## config.mk

```make
export PLATFORM = sky130hd
export DESIGN_NAME = pink_noise_generator_unit
export DESIGN_NICKNAME = d
export VERILOG_FILES = /design/src/hdl/pnoise_pkg.sv /design/src/hdl/pnoise_fill.sv /design/src/hdl/pnoise_core.sv /design/src/hdl/pnoise_skid.sv /design/src/hdl/pink_noise_generator_unit.sv
export SDC_FILE = /design/constraint.sdc
export NUM_CORES = 2
export LEC_CHECK = 0
export BUFFER_PORTS_ARGS = -buffer_cell sky130_fd_sc_hd__buf_2
export CORE_UTILIZATION = 35
export CTS_CLUSTER_DIAMETER = 30
export CTS_CLUSTER_SIZE = 40
export DETAILED_ROUTE_END_ITERATION = 10
export GPL_TIMING_DRIVEN = 0
export PLACE_DENSITY_LB_ADDON = 0.12
export SKIP_LAST_GASP = 1
export SYNTH_ARGS = -nofsm -noshare
export SYNTH_HDL_FRONTEND = slang
export SYNTH_SLANG_ARGS = --single-unit
```

## constraint.sdc

```tcl
create_clock -name i_clk -period 30.6 [get_ports i_clk]
set_input_delay 6.12 -clock i_clk [delete_from_list [all_inputs] [get_ports i_clk]]
set_output_delay 6.12 -clock i_clk [all_outputs]
set_load 0.02 [all_outputs]
```

## src/hdl/pnoise_pkg.sv

```systemverilog
// Shared types, constants and the Tausworthe step for the pink noise generator.
// No dependencies; every other file imports this package.
`default_nettype none

package pnoise_pkg;

    localparam int TAUS_W    = 32;
    localparam int DIE_W     = 19;
    localparam int DIE_SHIFT = 13;
    localparam int TOTAL_W   = 23;
    localparam int SAMPLE_W  = 24;
    localparam int ROWS_DEF  = 16;
    localparam int CFG_IDX_W = 2;

    localparam logic [TAUS_W-1:0] SEED_FIRST_RST  = 32'd12345;
    localparam logic [TAUS_W-1:0] SEED_SECOND_RST = 32'd67890;
    localparam logic [TAUS_W-1:0] SEED_THIRD_RST  = 32'd13579;

    // Register indexes of the configuration port
    localparam logic [CFG_IDX_W-1:0] CFG_SEED_FIRST  = 2'd0;
    localparam logic [CFG_IDX_W-1:0] CFG_SEED_SECOND = 2'd1;
    localparam logic [CFG_IDX_W-1:0] CFG_SEED_THIRD  = 2'd2;

    // 2^22 and 3 * 2^22 for the Q2.22 mapping
    localparam logic [SAMPLE_W-1:0] Q_HALF  = 24'h400000;
    localparam logic [SAMPLE_W-1:0] Q_THREE = 24'hC00000;

    typedef struct packed {
        logic [TAUS_W-1:0] a;
        logic [TAUS_W-1:0] b;
        logic [TAUS_W-1:0] c;
    } t_taus;

    typedef struct packed {
        logic busy;   // fill engine running or pending, hold off input
        logic load;   // copy the prepared set into the live state
    } t_fill_stat;

    // One step of the three-component combined Tausworthe generator
    function automatic t_taus taus_next(input t_taus s);
        logic [TAUS_W-1:0] t;
        t_taus n;
        t   = ((s.a << 13) ^ s.a) >> 19;
        n.a = ((s.a & 32'hFFFF_FFFE) << 12) ^ t;
        t   = ((s.b << 2) ^ s.b) >> 25;
        n.b = ((s.b & 32'hFFFF_FFF8) << 4) ^ t;
        t   = ((s.c << 3) ^ s.c) >> 11;
        n.c = ((s.c & 32'hFFFF_FFF0) << 17) ^ t;
        return n;
    endfunction

    function automatic logic [TAUS_W-1:0] taus_out(input t_taus s);
        return s.a ^ s.b ^ s.c;
    endfunction

endpackage

`default_nettype wire

```

## src/hdl/pnoise_fill.sv

```systemverilog
// Seed registers and the dice fill engine: one Tausworthe draw per cycle.
// Depends on pnoise_pkg.
`default_nettype none

module pnoise_fill
    import pnoise_pkg::*;
#(
    parameter int NUM_ROWS = ROWS_DEF
) (
    input  logic                 i_clk,
    input  logic                 i_rst_n,
    input  logic                 i_cfg_we,
    input  logic [CFG_IDX_W-1:0] i_cfg_index,
    input  logic [TAUS_W-1:0]    i_cfg_data,
    output t_fill_stat           o_stat,
    output t_taus                o_prep_taus,
    output logic [DIE_W-1:0]     o_prep_dice [NUM_ROWS],
    output logic [TOTAL_W-1:0]   o_prep_total
);

    localparam int IDX_W = $clog2(NUM_ROWS);
    localparam logic [IDX_W-1:0] LAST = IDX_W'(NUM_ROWS - 1);

    logic [TAUS_W-1:0]  r_seed_first;
    logic [TAUS_W-1:0]  r_seed_second;
    logic [TAUS_W-1:0]  r_seed_third;
    logic               r_busy;
    logic               r_dirty;
    logic               r_init;
    logic               r_load;
    logic [IDX_W-1:0]   r_cnt;
    t_taus              r_work;
    logic [DIE_W-1:0]   r_dice [NUM_ROWS];
    logic [TOTAL_W-1:0] r_total;

    t_taus              n_work;
    logic [TAUS_W-1:0]  w_draw;
    logic [DIE_W-1:0]   n_die;

    assign n_work = taus_next(r_work);
    assign w_draw = taus_out(n_work);
    assign n_die  = w_draw[TAUS_W-1:DIE_SHIFT];

    always_ff @(posedge i_clk) begin
        if (!i_rst_n) begin
            r_seed_first  <= SEED_FIRST_RST;
            r_seed_second <= SEED_SECOND_RST;
            r_seed_third  <= SEED_THIRD_RST;
            r_busy        <= 1'b0;
            r_dirty       <= 1'b1;
            r_init        <= 1'b1;
            r_load        <= 1'b0;
        end else begin
            r_load <= 1'b0;
            if (i_cfg_we) begin
                case (i_cfg_index)
                    CFG_SEED_FIRST:  r_seed_first  <= i_cfg_data;
                    CFG_SEED_SECOND: r_seed_second <= i_cfg_data;
                    CFG_SEED_THIRD:  r_seed_third  <= i_cfg_data;
                    default: ;
                endcase
            end
            // a write always asks for a fresh fill; an idle engine takes the request
            if (i_cfg_we) begin
                r_dirty <= 1'b1;
            end else if (!r_busy) begin
                r_dirty <= 1'b0;
            end
            if (r_busy) begin
                if (r_cnt == LAST) begin
                    r_busy <= 1'b0;
                    r_load <= r_init;
                    r_init <= 1'b0;
                end
            end else if (r_dirty) begin
                r_busy <= 1'b1;
            end
        end
    end

    always_ff @(posedge i_clk) begin
        if (r_busy) begin
            r_work        <= n_work;
            r_dice[r_cnt] <= n_die;
            r_total       <= r_total + TOTAL_W'(n_die);
            r_cnt         <= r_cnt + IDX_W'(1);
        end else if (r_dirty) begin
            r_work  <= '{a: r_seed_first, b: r_seed_second, c: r_seed_third};
            r_total <= '0;
            r_cnt   <= '0;
        end
    end

    assign o_stat.busy  = r_busy | r_dirty | r_load;
    assign o_stat.load  = r_load;
    assign o_prep_taus  = r_work;
    assign o_prep_dice  = r_dice;
    assign o_prep_total = r_total;

endmodule

`default_nettype wire

```

## src/hdl/pnoise_core.sv

```systemverilog
// Live generator state and the per-tick datapath: two draws, die update, Q2.22 map.
// Depends on pnoise_pkg.
`default_nettype none

module pnoise_core
    import pnoise_pkg::*;
#(
    parameter int NUM_ROWS = ROWS_DEF
) (
    input  logic                i_clk,
    input  logic                i_accept,
    input  logic                i_reseed,
    input  t_fill_stat          i_stat,
    input  t_taus               i_prep_taus,
    input  logic [DIE_W-1:0]    i_prep_dice [NUM_ROWS],
    input  logic [TOTAL_W-1:0]  i_prep_total,
    output logic [SAMPLE_W-1:0] o_sample
);

    localparam int IDX_W = $clog2(NUM_ROWS);

    t_taus              r_taus;
    logic [DIE_W-1:0]   r_dice [NUM_ROWS];
    logic [TOTAL_W-1:0] r_total;

    t_taus              w_src_taus;
    logic [DIE_W-1:0]   w_src_dice [NUM_ROWS];
    logic [TOTAL_W-1:0] w_src_total;
    t_taus              w_st1;
    t_taus              w_st2;
    logic [TAUS_W-1:0]  w_r1;
    logic [TAUS_W-1:0]  w_r2;
    logic [DIE_W-1:0]   w_fresh;
    logic [DIE_W-1:0]   w_second;
    logic [IDX_W-1:0]   w_row [TAUS_W];
    logic [IDX_W-1:0]   w_k;
    logic [TOTAL_W-1:0] n_total;
    logic [DIE_W-1:0]   n_dice [NUM_ROWS];
    logic [SAMPLE_W-1:0] w_sum;

    // die index for each trailing-zero count, reduced modulo the row count
    for (genvar j = 0; j < TAUS_W; j++) begin : g_row
        assign w_row[j] = IDX_W'(j % NUM_ROWS);
    end

    // a reseed tick starts from the prepared fill instead of the live state
    assign w_src_taus  = i_reseed ? i_prep_taus  : r_taus;
    assign w_src_total = i_reseed ? i_prep_total : r_total;
    always_comb begin
        for (int i = 0; i < NUM_ROWS; i++) begin
            w_src_dice[i] = i_reseed ? i_prep_dice[i] : r_dice[i];
        end
    end

    assign w_st1    = taus_next(w_src_taus);
    assign w_r1     = taus_out(w_st1);
    assign w_fresh  = w_r1[TAUS_W-1:DIE_SHIFT];
    assign w_st2    = taus_next(w_st1);
    assign w_r2     = taus_out(w_st2);
    assign w_second = w_r2[TAUS_W-1:DIE_SHIFT];

    // lowest set bit wins; a zero draw selects row zero
    always_comb begin
        w_k = '0;
        for (int j = TAUS_W - 1; j >= 0; j--) begin
            if (w_r1[j]) begin
                w_k = w_row[j];
            end
        end
    end

    assign n_total = w_src_total + TOTAL_W'(w_fresh) - TOTAL_W'(w_src_dice[w_k]);

    always_comb begin
        for (int i = 0; i < NUM_ROWS; i++) begin
            n_dice[i] = (w_k == IDX_W'(i)) ? w_fresh : w_src_dice[i];
        end
    end

    assign w_sum = SAMPLE_W'(n_total) + SAMPLE_W'(w_second);

    always_comb begin
        if (!w_sum[SAMPLE_W-1]) begin
            o_sample = w_sum - Q_HALF;
        end else begin
            o_sample = {w_sum[SAMPLE_W-2:0], 1'b0} - Q_THREE;
        end
    end

    always_ff @(posedge i_clk) begin
        if (i_stat.load) begin
            r_taus  <= i_prep_taus;
            r_dice  <= i_prep_dice;
            r_total <= i_prep_total;
        end else if (i_accept) begin
            r_taus  <= w_st2;
            r_dice  <= n_dice;
            r_total <= n_total;
        end
    end

endmodule

`default_nettype wire

```

## src/hdl/pnoise_skid.sv

```systemverilog
// Two-entry result buffer: output register plus skid register.
// Depends on pnoise_pkg.
`default_nettype none

module pnoise_skid
    import pnoise_pkg::*;
(
    input  logic                i_clk,
    input  logic                i_rst_n,
    input  logic                i_push,
    input  logic [SAMPLE_W-1:0] i_data,
    output logic                o_full,
    output logic                o_valid,
    output logic [SAMPLE_W-1:0] o_data,
    input  logic                i_stall
);

    logic                r_out_valid;
    logic [SAMPLE_W-1:0] r_out_data;
    logic                r_skid_valid;
    logic [SAMPLE_W-1:0] r_skid_data;
    logic                w_pop;

    assign w_pop = r_out_valid & ~i_stall;

    always_ff @(posedge i_clk) begin
        if (!i_rst_n) begin
            r_out_valid  <= 1'b0;
            r_skid_valid <= 1'b0;
        end else if (r_skid_valid) begin
            if (w_pop) begin
                r_skid_valid <= 1'b0;
            end
        end else if (i_push) begin
            if (r_out_valid && !w_pop) begin
                r_skid_valid <= 1'b1;
            end else begin
                r_out_valid <= 1'b1;
            end
        end else if (w_pop) begin
            r_out_valid <= 1'b0;
        end
    end

    always_ff @(posedge i_clk) begin
        if (r_skid_valid) begin
            if (w_pop) begin
                r_out_data <= r_skid_data;
            end
        end else if (i_push) begin
            if (r_out_valid && !w_pop) begin
                r_skid_data <= i_data;
            end else begin
                r_out_data <= i_data;
            end
        end
    end

    assign o_full  = r_skid_valid;
    assign o_valid = r_out_valid;
    assign o_data  = r_out_data;

endmodule

`default_nettype wire

```

## src/hdl/pink_noise_generator_unit.sv

```systemverilog
// Top level of the Voss-McCartney pink noise generator.
// Depends on pnoise_pkg, pnoise_fill, pnoise_core and pnoise_skid.
//
//   channel   direction  handshake                   payload
//   input     in         i_in_valid / o_in_stall     i_reseed (1 bit)
//   output    out        o_out_valid / i_out_stall   o_sample (24 bit signed, Q2.22)
//   config    in         i_cfg_we                    i_cfg_index (2), i_cfg_data (32)
//
// One tick beat is accepted per clock while the input is not stalled; its sample
// is registered at the accepting edge, in the output register or, if that still
// holds an untaken beat, in the skid register. The two draws, the die update and
// the Q2.22 map are one combinational pass over the live state registers.
// After reset the fill engine draws the dice at one row per cycle while the input
// stalls; any configuration write starts a fresh fill, stalling the input until it
// ends, so a reseed beat always finds a finished set. A skid register absorbs output
// stalls; else the input stalls only once the output and skid registers hold a beat.
`default_nettype none

module pink_noise_generator_unit
    import pnoise_pkg::*;
#(
    parameter int NUM_ROWS = ROWS_DEF
) (
    input  logic                       i_clk,
    input  logic                       i_rst_n,
    input  logic                       i_cfg_we,
    input  logic [CFG_IDX_W-1:0]       i_cfg_index,
    input  logic [TAUS_W-1:0]          i_cfg_data,
    input  logic                       i_in_valid,
    output logic                       o_in_stall,
    input  logic                       i_reseed,
    output logic                       o_out_valid,
    input  logic                       i_out_stall,
    output logic signed [SAMPLE_W-1:0] o_sample
);

    t_fill_stat          w_stat;
    t_taus               w_prep_taus;
    logic [DIE_W-1:0]    w_prep_dice [NUM_ROWS];
    logic [TOTAL_W-1:0]  w_prep_total;
    logic [SAMPLE_W-1:0] w_sample;
    logic [SAMPLE_W-1:0] w_out_data;
    logic                w_full;
    logic                w_accept;

    // hold the input while the fill runs or both result slots are taken
    assign o_in_stall = w_stat.busy | w_full;
    assign w_accept   = i_in_valid & ~o_in_stall;

    pnoise_fill #(
        .NUM_ROWS(NUM_ROWS)
    ) u_fill (
        .i_clk        (i_clk),
        .i_rst_n      (i_rst_n),
        .i_cfg_we     (i_cfg_we),
        .i_cfg_index  (i_cfg_index),
        .i_cfg_data   (i_cfg_data),
        .o_stat       (w_stat),
        .o_prep_taus  (w_prep_taus),
        .o_prep_dice  (w_prep_dice),
        .o_prep_total (w_prep_total)
    );

    pnoise_core #(
        .NUM_ROWS(NUM_ROWS)
    ) u_core (
        .i_clk        (i_clk),
        .i_accept     (w_accept),
        .i_reseed     (i_reseed),
        .i_stat       (w_stat),
        .i_prep_taus  (w_prep_taus),
        .i_prep_dice  (w_prep_dice),
        .i_prep_total (w_prep_total),
        .o_sample     (w_sample)
    );

    pnoise_skid u_skid (
        .i_clk   (i_clk),
        .i_rst_n (i_rst_n),
        .i_push  (w_accept),
        .i_data  (w_sample),
        .o_full  (w_full),
        .o_valid (o_out_valid),
        .o_data  (w_out_data),
        .i_stall (i_out_stall)
    );

    assign o_sample = $signed(w_out_data);

endmodule

`default_nettype wire

```

==> results.md <==
* Register-to-Register Setup Slack at 17.63 ns
* Setup CP Type: in2reg
* Netlist Area Pre-Place at 52700 sq um
* Critical Path RT at 31.20 ns
* Cell total after placement at ~6500
* Min cycle time layout at 17.53 ns
* Final Slew Violations at 50
* Failing checks: capacitance limit, slew limit
* Clk sink count at 976
* Fraction of registers with async set/reset at 0
* Prevailing post-synth register cell: edfxtp_1
* Total clock buffers created by CTS at between 200 and 300
* Full die area at 152000 sq um
* Relative slew slack at -0.0768
* Die Y at 390 um
* Ys Warns at 0
* DR top layer: met4
* Worst path slowest cell: a221oi_1
* Commonest cells in the synthesized netlist: edfxtp_1 (882), nand2_1 (610), a22oi_1 (304)
* # rows at 142
* Distinct cells, synth at between 100 and 150
* Postcts setup bufs at 0
* CTS tree: done
* Dominant cells by area after synthesis: edfxtp_1 (50%), mux2i_1 (4.3%), nand2_1 (4.3%), a22oi_1 (4.3%), mux2_2 (3.8%)
* WL/cell at around 32 um
* Number of DRC markers in iteration 0 at about 4700
* Final period utilization at 0.573
* Power Density at 152 nW/um^2
* Syn Nets at 4487
* CP Max Fanout at 10
* Max Clk Rate at 57.0 MHz
* I/O Pins at 66
* Outcome: finished with violations
* Total global-route track usage at 0.286
* Max-cap violations at 7
* CTS clk-pin slew, worst paths at 0.04 ns
* Initial Util at 0.352
* Non-filler cells, final at 6971
* DR vias at roughly 40000
* Placer Congestion at 0.986
* H-tree depth at 5
* Routed met3 length at 16.4 mm
* Synthesis-to-finish area growth at 24.6%
* Max VDD drop at 0.200 mV
* Most common cell in the netlist: edfxtp_1
* Met1 WL at around 94 mm
* Arrival @ worst endpoint at 18.13 ns
* Largest net degree at the start of global routing at 61
* Vias per cell at 5.77
* Post-synthesis sequential area ratio at 0.538
* Clk_skew at 0.0671 ns
* Register bit total from synthesis at 976
* Worst-Margin Slew at 1.62 ns
* Met2 wire length at between 90 and 100 mm
* Post-synth EDFFs at a little under 900
* Vias in the first global route at slightly below 40000
* Final Hold Viols at 0
* Die Wd at 390 um
* Syn avg cell area at about 12 sq um
* Core region area at about 150000 sq um
* DR DRC count at 0
* Synth area leader: edfxtp_1
* Root Driver: clkbuf_16
* Nets at approximately 5000
* Clk buf depth at 4
* Final WL at 221 mm
* Top-area cell type share of the netlist area at 0.502
* Initial antenna violation count at 4
* Ratio of cells with drive above 1 in the final layout at 0.202
* Worst-Skew Late Latency at a little under 0.9 ns
* Resize count post-CTS at 0
* CP peak stage delay at ~1.3 ns
* First-pass GRT wire length at between 300 and 400 mm
* Leakage dissipation at 0.0241 uW
* DRT antenna net count at 0
* Remaining Overflow, GRT at 0
* # hold bufs at CTS at 0
* Tightest Hold Check Type: reg2reg
* CP endpoint kind: flop
* Final setup viols at 0
* RSZ-0062 raised after global routing: no
* Port buffer count at 62
* Crit start category: input port
* Post-Route Setup TNS at 0 ns
* Gate Count Post-Synth at 4361
* Detailed Place HPWL at about 160 mm
* DRT Pass-1 Iters at 6
==> flip-flops by register name, summed over array words and instances (netlist names) <==
| register | cells |
|---|---|
| u_core.r_dice | 304 |
| u_fill.o_prep_dice | 304 |
| u_core.r_taus | 88 |
| u_fill.o_prep_taus | 88 |
| u_fill.r_seed_first | 31 |
| u_fill.r_seed_second | 29 |
| u_fill.r_seed_third | 28 |
| u_skid.o_data | 24 |
| u_skid.r_skid_data | 24 |
| u_core.r_total | 23 |
| u_fill.o_prep_total | 23 |
| u_fill.r_cnt | 4 |
| u_fill.r_busy | 1 |
| u_fill.r_dirty | 1 |
| u_fill.r_init | 1 |
| u_fill.r_load | 1 |
| u_skid.o_full | 1 |
| u_skid.o_valid | 1 |
==> worst max-delay path: cells and delay by family <==
kind / cells / cell delay, ns
buffers and inverters: 10 / 5.21
adders and majority gates: 3 / 1.48
xor gates and xnor gates: 1 / 0.18
muxes: 1 / 0.29
AOI/OAI and AO/OA: 11 / 3.81
and+or+nand+nor: 4 / 0.96
==> power breakdown <==
group	switching, uW	internal [uW]	leakage [uW]
clock	843	1990	0.00445
sequential	77.0	1950	0.00901
combinational	3130	1990	0.0107
==> logic make-up (layout without fill, tap and decap cells) <==
kind of cell	Yosys count	after routing	share of synthesized area
xor+xnor	324	324	0.0671
simple gates	918	918	0.0763
fa+ha+maj	86	86	0.0231
buf+inv	405	995	0.0341
flops	976	976	0.538
compound gates	1159	1159	0.146
mux	493	493	0.115
other cells	0	4	0
==> cells in the final DEF (no fill, tap or decap), drive strengths merged, types with 32 or more instances in the layout <==
cell	n
a21boi	84
ha	67
nand2	612
dfxtp	94
clkbuf	507
buf	253
nand3	39
nor2	116
o22a	41
xor2	139
and2	32
a21oi	83
o22ai	63
mux2i	235
mux4	71
edfxtp	882
inv	101
xnor2	140
o21ai	406
a22oi	304
clkinv	95
mux2	187
==> metrics by stage <==
step | worst slack (ns) | total power, uW | hold WS [ns] | cell area [sq um] | util
3_5_place_dp | 12.47 | 7040 | 0.457 | 56600 | 0.378
3_3_place_gp | 6.90 | 7010 | 0.450 | 55600 | 0.371
6_report | 13.07 | 9980 | 0.465 | 65700 | 0.439
5_1_grt | 13.01 | 10500 | 0.484 | 65700 | 0.439
2_1_floorplan | 14.14 | 5390 | 0.432 | 52700 | -
4_1_cts | 13.31 | 9940 | 0.465 | 65700 | 0.439
==> layout make-up <==
class	instances	area (sq um)
Fill cell	14102	83900
Sequential cell	976	28400
Multi-Input combinational cell	2980	22800
Clock buffer	343	7560
Tap cell	2016	2520
Clock inverter	140	1510
Buffer	310	1440
Timing Repair Buffer	107	1150
Inverter	95	359
Antenna cell	4	10.0
==> path summary, 6_finish.rpt <==
kind,start,to,cells after the start
worst max-delay path,i_reseed,u_skid.o_data[11],30
worst min-delay path,u_fill.r_init,u_fill.r_init,2
worst max register to register,u_fill.o_prep_taus[80],u_skid.o_data[11],36
worst min register to register,u_fill.r_init,u_fill.r_init,2
==> routing by layer <==
| layer | vias up | track usage |
|---|---|---|
| li1 | 17355 | - |
| met1 | 20396 | 0.391 |
| met2 | 1978 | 0.437 |
| met3 | 459 | 0.0479 |
| met4 | 0 | 0.146 |
| met5 | - | 0 |
(Power assumes the default switching activity.)
